<file path="src/rtl/core/lffp_pkg.sv">
`timescale 1ns / 1ps
`default_nettype none
package lffp_pkg;

  localparam int unsigned ONE_Q16 = 65536;
  localparam int unsigned QUEUE_DEPTH = 2;
  localparam int unsigned RES_CAP = 16;
  localparam int unsigned DIV_STEPS = 36;
  localparam int unsigned SQRT_STEPS = 27;

  localparam logic [1:0] REG_FADE_EN = 2'd0;
  localparam logic [1:0] REG_FADE_DUR = 2'd1;
  localparam logic [1:0] REG_COMP_CNT = 2'd2;

  typedef struct packed {
    logic               is_frame;
    logic               load_ok;
    logic [3:0]         slot;
    logic signed [20:0] place;
    logic [19:0]        size;
    logic signed [24:0] lx;
    logic signed [24:0] ly;
    logic               z_neg;
    logic               on_screen;
    logic               occluded;
    logic [19:0]        elapsed;
  } item_t;

  typedef enum logic [3:0] {
    ST_IDLE,
    ST_DIV,
    ST_FADE,
    ST_SQ1,
    ST_SQ2,
    ST_SQC,
    ST_SQRT,
    ST_SQA,
    ST_FIN,
    ST_EMPTY,
    ST_RD,
    ST_MUL,
    ST_OUT
  } state_t;

  function automatic logic [16:0] clamp_unit(input logic signed [37:0] v);
    logic [16:0] r;
    if (v < 38'sd0) r = 17'd0;
    else if (v > 38'sd65536) r = 17'd65536;
    else r = v[16:0];
    return r;
  endfunction

  function automatic logic [24:0] sat_xy(input logic signed [33:0] v);
    logic [24:0] r;
    if (v > 34'sd16777215) r = 25'h0FF_FFFF;
    else if (v < -34'sd16777216) r = 25'h100_0000;
    else r = v[24:0];
    return r;
  endfunction

endpackage
`default_nettype wire

</file>
<file path="src/rtl/core/lffp_front.sv">
`timescale 1ns / 1ps
`default_nettype none
module lffp_front import lffp_pkg::*; #(
  parameter int MAX_COMPONENTS = 16
) (
  input  wire logic               in_valid,
  output logic                    in_stall,
  input  wire logic               mode,
  input  wire logic [3:0]         slot,
  input  wire logic signed [20:0] comp_position,
  input  wire logic [19:0]        comp_size,
  input  wire logic signed [24:0] lens_x,
  input  wire logic signed [24:0] lens_y,
  input  wire logic signed [24:0] lens_z,
  input  wire logic [16:0]        depth_sample,
  input  wire logic [19:0]        elapsed,
  input  wire logic               q_full,
  output logic                    q_push,
  output item_t                   q_item
);

  always_comb begin
    in_stall = q_full;
    q_push = in_valid && !q_full;
    q_item.is_frame = mode;
    q_item.load_ok = (32'(slot) < MAX_COMPONENTS);
    q_item.slot = slot;
    q_item.place = comp_position;
    q_item.size = comp_size;
    q_item.lx = lens_x;
    q_item.ly = lens_y;
    q_item.z_neg = lens_z[24];
    q_item.on_screen = (lens_x >= 25'sd0) && (lens_x <= 25'sd65536) &&
                       (lens_y >= 25'sd0) && (lens_y <= 25'sd65536);
    // depth is unsigned, compare with one spare sign bit
    q_item.occluded = (26'(lens_z) >= $signed({9'b0, depth_sample}));
    q_item.elapsed = elapsed;
  end

endmodule
`default_nettype wire

</file>
<file path="config.mk">
export PLATFORM = sky130hd
export DESIGN_NAME = lffp_front
export DESIGN_NICKNAME = d
export VERILOG_FILES = /design/src/rtl/core/lffp_pkg.sv /design/src/rtl/core/lffp_front.sv
export SDC_FILE = /design/constraint.sdc
export NUM_CORES = 1
export LEC_CHECK = 0
export BUFFER_PORTS_ARGS = -buffer_cell sky130_fd_sc_hd__buf_2
export CAP_MARGIN = 40
export CORE_AREA = 3 3 109 111
export DETAILED_ROUTE_END_ITERATION = 8
export DIE_AREA = 0 0 112 114
export SLEW_MARGIN = 0
export SYNTH_ARGS = -nofsm -noshare
export SYNTH_HDL_FRONTEND = slang
export SYNTH_SLANG_ARGS = --single-unit
</file>
<file path="constraint.sdc">
create_clock -name vclk -period 1.7
set_input_delay 0.085 -clock vclk [all_inputs]
set_output_delay 0.085 -clock vclk [all_outputs]
set_load 0.05 [all_outputs]
</file>
==> flow_metrics.tcl <==
set metrics [dict create \
    synth_top_area_share_pct 60.6 \
    fin_setup_tns_ns 0 \
    synth_area_per_cell_um2 7.30 \
    start_util_pct 13.5 \
    design_area_um2 1530 \
    period_share_pct 90.2 \
    layout_common_cells "buf_2 (147), inv_1 (20), ha_1 (17)" \
    grt_pass1_wl_um 5930 \
    track_usage_pct 5.83 \
    synth_top_area_cell "buf_4" \
    vias 1351 \
    final_cell_count_no_fill 373 \
    path_buf_inv 2 \
    place_inst 373 \
    gr-total-overflow 0 \
    grt_pass1_vias 1182 \
    ys_warn_count 0 \
    netlist_instances 202 \
    synth-compound-area-share_pct 7.80 \
    vdd_drop_max_mv 0.116 \
    dieArea_um2 12800 \
    totalWireLength_um 4450 \
    final_common_cell "buf_2" \
    post-cts-setup-buffer-count 0 \
    synth_xor_area_share_pct 0 \
    required_ns 1.62 \
    num-clock-buffers 0 \
    drcViolationCount 0 \
    seqCellArea_um2 0 \
    crit_path_max_fanout 3 \
    slowest_stage "ha_1" \
    dp_slack_ns 0.0186 \
    max_cap_viol_count 0 \
    leakage_nw 0.897 \
    port_buffers 149 \
    hold_violations 0 \
    antenna_found_initial 2 \
    path_delay_family "simple AND/OR/NAND/NOR gates" \
    layout-drive-gt1-share_pct 66.1 \
    num_io_pins 282 \
    cp-start-kind "primary input" \
    place_congestion 0.655 \
    rsz0062_at_grt "false" \
    crit_chain "buf_2 -> ha_1 -> nand4_1 -> nor4_1 -> o31ai_1 -> o211ai_1 -> buf_4" \
    die_width_um 112 \
    drtPass1Iterations 4 \
    wl_per_cell_um 11.9 \
    ant_nets 0 \
    synth-adder-area-share_pct 14.4 \
    muxShareOfSynthArea_pct 0 \
    placed_cell_area_um2 1530 \
    synth-seq-area-share_pct 0 \
    synthSimpleGateAreaFrac_pct 11.9 \
    cpPeakStageDelay_ns 0.30 \
    synth_area_um2 1480 \
    setup_slack_ns 0.166 \
    clock.fmax_ghz 0.652 \
    setup_violations 0 \
    worst-endpoint-arrival_ns 1.45 \
    seq_cell_count 0 \
    synth_area_leaders "buf_4 (61%), ha_1 (14%), nor4_1 (5.5%), inv_1 (5.1%), nand4_1 (3.0%)" \
    nets 412 \
    grt_start_max_net_pins 5 \
    vias_per_cell 3.62 \
    power.density_nw_per_um2 348 \
    holdWs_ns 0.170 \
    hold_class "in -> out" \
    slew_violations 0 \
    core_area_um2 10900 \
    num_rows 38 \
    ys_types 22 \
    outcome "finished, final reports clean" \
    critPathKind "in -> out" \
    antenna_cells 0 \
    drt_iter0_drc 12 \
    finalWorstPathRequiredPeriod_ns 1.53 \
    synth_top_family_by_area "buffers and inverters" \
    area_delta_synth_final_pct 3.90 \
    synthesis.nets 379 \
    dpl.hpwl_um 4290 \
    cp-end-kind "output port" \
    chipHeight_um 114 \
]
## per-stage QoR
step / power, mW / utilization [%]
floorplan: 0.842 / -
global placement: 0.540 / 14.0
detailed placement: 0.540 / 14.0
CTS: 0.541 / 14.0
global route: 0.577 / 14.1
finish: 0.534 / 14.1
## power by group
part / internal (mW) / switching [mW]
Combinational: 0.167 / 0.367
Sequential: 0 / 0
Clock: 0 / 0
## path summary, 6_finish.rpt
kind	to	slack, ns	from	cells past startpoint
worst max-delay path	q_item[20]	0.17	lens_z[8]	7
worst min-delay path	q_item[103]	0.17	comp_position[10]	0
## timing repair
| action | CTS | global route |
|---|---|---|
| hold buffers | 0 | 0 |
| gates resized for setup | 0 | 3 |
| setup endpoints to repair | 0 | 1 |
| hold endpoints to repair | 0 | 0 |
## routing by layer
layer,global-route usage (%),share of wire (%),vias to the layer above
li1,-,-,616
met2,13.2,56,142
met5,0,0,-
met4,2.88,5.2,0
met1,4.15,22,559
met3,1.54,16,34
## cell type report
type	instances	area [µm²]
Fill cell	1271	9360
Timing Repair Buffer	150	771
Multi-Input combinational cell	63	512
Tap cell	140	175
Inverter	20	75.1
## Yosys cell counts (all sizes together)
cell type and number:
o211ai 1, nor3 2, a31o 1, a21oi 4, a221oi 1, a211o 1
a211oi 3, o31ai 1, nor2b 1, nand2 1, nand3 2, buf 119
o21a 1, conb 1, o21bai 1, nor2 2, o21ai 2, nand4 7
ha 17, inv 20, nor4 14
## kinds of logic after synthesis
family	after synthesis
buf+inv	139
simple gates	29
fa+ha+maj	17
compound gates	16
other cells	1
Note: power is estimated with default switching activity, not from simulation.
