**src/rtl/core/lffp_pkg.sv**
```systemverilog
`timescale 1ns / 1ps
`default_nettype none
package lffp_pkg;

  localparam int unsigned ONE_Q16 = 65536;
  localparam int unsigned QUEUE_DEPTH = 2;
  localparam int unsigned RES_CAP = 16;
  localparam int unsigned DIV_STEPS = 36;
  localparam int unsigned SQRT_STEPS = 27;

  localparam logic [1:0] REG_FADE_EN = 2'd0;
  localparam logic [1:0] REG_FADE_DUR = 2'd1;
  localparam logic [1:0] REG_COMP_CNT = 2'd2;

  typedef struct packed {
    logic               is_frame;
    logic               load_ok;
    logic [3:0]         slot;
    logic signed [20:0] place;
    logic [19:0]        size;
    logic signed [24:0] lx;
    logic signed [24:0] ly;
    logic               z_neg;
    logic               on_screen;
    logic               occluded;
    logic [19:0]        elapsed;
  } item_t;

  typedef enum logic [3:0] {
    ST_IDLE,
    ST_DIV,
    ST_FADE,
    ST_SQ1,
    ST_SQ2,
    ST_SQC,
    ST_SQRT,
    ST_SQA,
    ST_FIN,
    ST_EMPTY,
    ST_RD,
    ST_MUL,
    ST_OUT
  } state_t;

  function automatic logic [16:0] clamp_unit(input logic signed [37:0] v);
    logic [16:0] r;
    if (v < 38'sd0) r = 17'd0;
    else if (v > 38'sd65536) r = 17'd65536;
    else r = v[16:0];
    return r;
  endfunction

  function automatic logic [24:0] sat_xy(input logic signed [33:0] v);
    logic [24:0] r;
    if (v > 34'sd16777215) r = 25'h0FF_FFFF;
    else if (v < -34'sd16777216) r = 25'h100_0000;
    else r = v[24:0];
    return r;
  endfunction

endpackage
`default_nettype wire

```
**src/rtl/core/lffp_queue.sv**
```systemverilog
`timescale 1ns / 1ps
`default_nettype none
module lffp_queue import lffp_pkg::*; (
  input  wire logic  clk,
  input  wire logic  rst,
  input  wire logic  push,
  input  wire item_t push_item,
  output logic       full,
  input  wire logic  pop,
  output logic       empty,
  output item_t      head
);

  item_t       entries [QUEUE_DEPTH];
  logic        wr_ptr;
  logic        rd_ptr;
  logic [1:0]  count;

  assign full = (count == 2'(QUEUE_DEPTH));
  assign empty = (count == 2'd0);
  assign head = entries[rd_ptr];

  always_ff @(posedge clk) begin
    if (push) begin
      entries[wr_ptr] <= push_item;
    end
  end

  always_ff @(posedge clk) begin
    if (rst) begin
      wr_ptr <= 1'b0;
      rd_ptr <= 1'b0;
      count <= 2'd0;
    end else begin
      if (push) wr_ptr <= ~wr_ptr;
      if (pop) rd_ptr <= ~rd_ptr;
      if (push && !pop) count <= count + 2'd1;
      else if (pop && !push) count <= count - 2'd1;
    end
  end

endmodule
`default_nettype wire

```
**config.mk**
```make
export PLATFORM = sky130hd
export DESIGN_NAME = lffp_queue
export DESIGN_NICKNAME = d
export VERILOG_FILES = /design/src/rtl/core/lffp_pkg.sv /design/src/rtl/core/lffp_queue.sv
export SDC_FILE = /design/constraint.sdc
export NUM_CORES = 1
export LEC_CHECK = 0
export BUFFER_PORTS_ARGS = -buffer_cell sky130_fd_sc_hd__clkbuf_2
export CORE_MARGIN = 1
export CORE_UTILIZATION = 47
export CTS_CLUSTER_DIAMETER = 60
export DETAILED_ROUTE_END_ITERATION = 16
export PLACE_DENSITY_LB_ADDON = 0.1
export SYNTH_ARGS = -nofsm -noshare
export SYNTH_HDL_FRONTEND = slang
export SYNTH_SLANG_ARGS = --single-unit
```
**constraint.sdc**
```tcl
create_clock -name clk -period 7 [get_ports clk]
set_clock_uncertainty 0.2 [all_clocks]
set_input_delay 1.05 -clock clk [delete_from_list [all_inputs] [get_ports clk]]
set_output_delay 1.05 -clock clk [all_outputs]
set_load 0.02 [all_outputs]
```
==> run_results.csv <==
group,metric,value,unit
critical_path,r2r_slack,4.41,ns
placement,dpl.hpwl,10800,um
status,outcome,"completed",
detailed_routing,vias,4517,
detailed_routing,drc,0,
sta,drv_slew,0,
logic_synthesis,synth.distinct_cells,16,
cts,htree_levels,1,
logic_synthesis,postSynthRegisterBits,245,
detailed_routing,antenna_left,0,
floorplan,initial_core_util,0.487,
worst_hold_path,hold_path_class,"register to register",
cts,numClockSinks,245,
final_layout,antennaDiodeCount,0,
critical_path,path_class,"register to output pin",
floorplan,core-area,18300,um2
floorplan,die_width,140,um
critical_path,cp_data_required_time,5.75,ns
final_layout,nets,783,
sta,worst_slew_pin_slew,0.960,ns
sta,hold_violations,0,
logic_synthesis,syn_avg_cell_area,22.5,um2
floorplan,die-area,19500,um2
grt,grt_pass1_wl,25100,um
sta,finalCritPeriodShare,0.585,
placement,io_buffers,245,
sta,rsz0062_at_grt,"no",
sta,hold_ws,0.321,ns
critical_path,endpoint_kind,"output pin",
cts,clk_latency,0.51,ns
placement,gp_congestion,0.740,
grt,grt_use_total,0.168,
final_layout,stdcell_area,11100,um2
logic_synthesis,syn_nets,520,
sta,period_minus_slack,4.09,ns
floorplan,ioPinCount,246,
grt,grt_pass1_vias,4821,
detailed_routing,drt-total-wl,16600,um
cts,root_buffer,"clkbuf_16",
cts,post_cts_buffers,0,
cts,post_cts_resized,0,
cts,clkSlewWorstSetupHoldPaths,0.06,ns
detailed_routing,initialDrtViolationCount,217,
detailed_routing,vias_per_cell,4.99,
final_layout,drive_gt1_frac,0.596,
critical_path,worstPathMaxFanout,70,
floorplan,num_rows,49,
sta,setup_viol,0,
final_layout,syn2layout_area_growth,24.3,%
cts,clock_path_buffers,3,
cts,cts_buffers,25,
sta,finalSetupTns,0,ns
logic_synthesis,syn_inst,395,
cts,cts_tree,"yes",
critical_path,startpoint_type,"register",
power,p_leak,4.20,nW
sta,slew_headroom,0.360,
cts,holdBufCountCts,0,
grt,grt-ovfl-total,0,
logic_synthesis,post_synth_instance_area,8900,um2
power,peakVddDrop,0.000189,V
final_layout,fillCellCount,1414,
logic_synthesis,ys_seq_area_frac,0.821,
grt,antenna_found_initial,0,
run,drv_cap,0,
sta,fmax,0.244,GHz
detailed_routing,first_pass_iters,4,
floorplan,die_h,140,um
critical_path,crit_arrival,2.84,ns
placement,placed_area,10300,um2
logic_synthesis,yosys_warnings,0,
power,finalPower,3.34,mW
grt,grt_max_degree,71,
power,pwr_density_cell,302,nW/um2
detailed_routing,wl_per_cell,18.4,um
[through the flow]
| step | cells | worst slack [ns] | utilization |
|---|---|---|---|
| 2_1_floorplan | 395 | 2.18 | - |
| 3_3_place_gp | 860 | 3.45 | 0.565 |
| 3_5_place_dp | 860 | 3.41 | 0.565 |
| 4_1_cts | 905 | 2.87 | 0.605 |
| 5_1_grt | 905 | 2.74 | 0.605 |
| 6_report | 905 | 2.91 | 0.605 |
[critical path: stages (launching register included)]
cell,delay (ns)
dfxtp_4,0.97
buf_4,0.67
mux2_2,0.44
clkbuf_2,0.16
[power breakdown]
part	switching (mW)	internal (mW)	total, mW
sequential	0.0363	1.71	1.75
combinational	0.232	0.157	0.389
clock	0.508	0.691	1.20
[path summary, 6_finish.rpt]
check | startpoint | depth (start not counted) | endpoint
max | register | 3 | head[105]
min | rd_ptr$_SDFFE_PP0P_ | 2 | rd_ptr$_SDFFE_PP0P_
max reg2reg | wr_ptr$_SDFFE_PP0P_ | 2 | entries[1][53]$_DFFE_PP_
min reg2reg | rd_ptr$_SDFFE_PP0P_ | 2 | rd_ptr$_SDFFE_PP0P_
[metal layers]
metal  share of wire  global-route usage  up-vias
met5               0                   0        -
met4           0.023              0.0567        0
met3           0.077              0.0485       25
met2            0.51               0.295      162
met1            0.39               0.196     2226
li1                -                   -     2104
[cells by family (layout without fill, tap and decap cells)]
logic type               count (synthesis)  in the layout  synth area share
AO/OA/AOI/OAI                            2              2           0.00112
buffers and inverters                   14            295            0.0155
XOR/XNOR                                 4              4           0.00394
multiplexers                           120            120             0.152
AND/OR/NAND/NOR                          9              9           0.00520
adder cells (fa/ha/maj)                  1              1           0.00141
flip-flops                             245            245             0.821
[Yosys cell counts (all sizes together)]
library cell	instances	area [um2]
a21oi	1	5.00
nor2b	1	6.26
or3	1	6.26
ha	1	12.5
inv	1	3.75
buf	13	134
and2	1	6.26
mux2	120	1350
dfxtp	5	100
and2b	1	8.76
edfxtp	240	7210
xnor2	2	17.5
xor2	2	17.5
nor2	5	18.8
o21ai	1	5.00
[sequential cells by signal, indices dropped and copies added, names as in the netlist, named ones only]
name	cells
count	2
entries	240
rd_ptr	1
wr_ptr	1
[area by class of cell]
| type | count | area [um2] | share of cell area |
|---|---|---|---|
| inverters | 1 | 3.75 | 0.000339 |
| clock buffers | 31 | 648 | 0.0586 |
| repair buffers | 249 | 1260 | 0.114 |
| well taps | 229 | 287 | 0.0259 |
| flip-flops and latches | 245 | 7310 | 0.661 |
| multi-input cells | 136 | 1470 | 0.132 |
| clock inverters | 14 | 91.3 | 0.00826 |
[placed cells by master, fill, tap and decap left out, drive strengths merged]
cell / instances
clkbuf: 276
edfxtp: 240
mux2: 120
clkinv: 11
nor2: 5
dfxtp: 5
buf: 4
inv: 3
xnor2: 2
xor2: 2
and2: 1
nor2b: 1
and2b: 1
o21ai: 1
or3: 1
a21oi: 1
ha: 1
bufinv: 1
No activity file was read; power rests on OpenSTA's default activity.
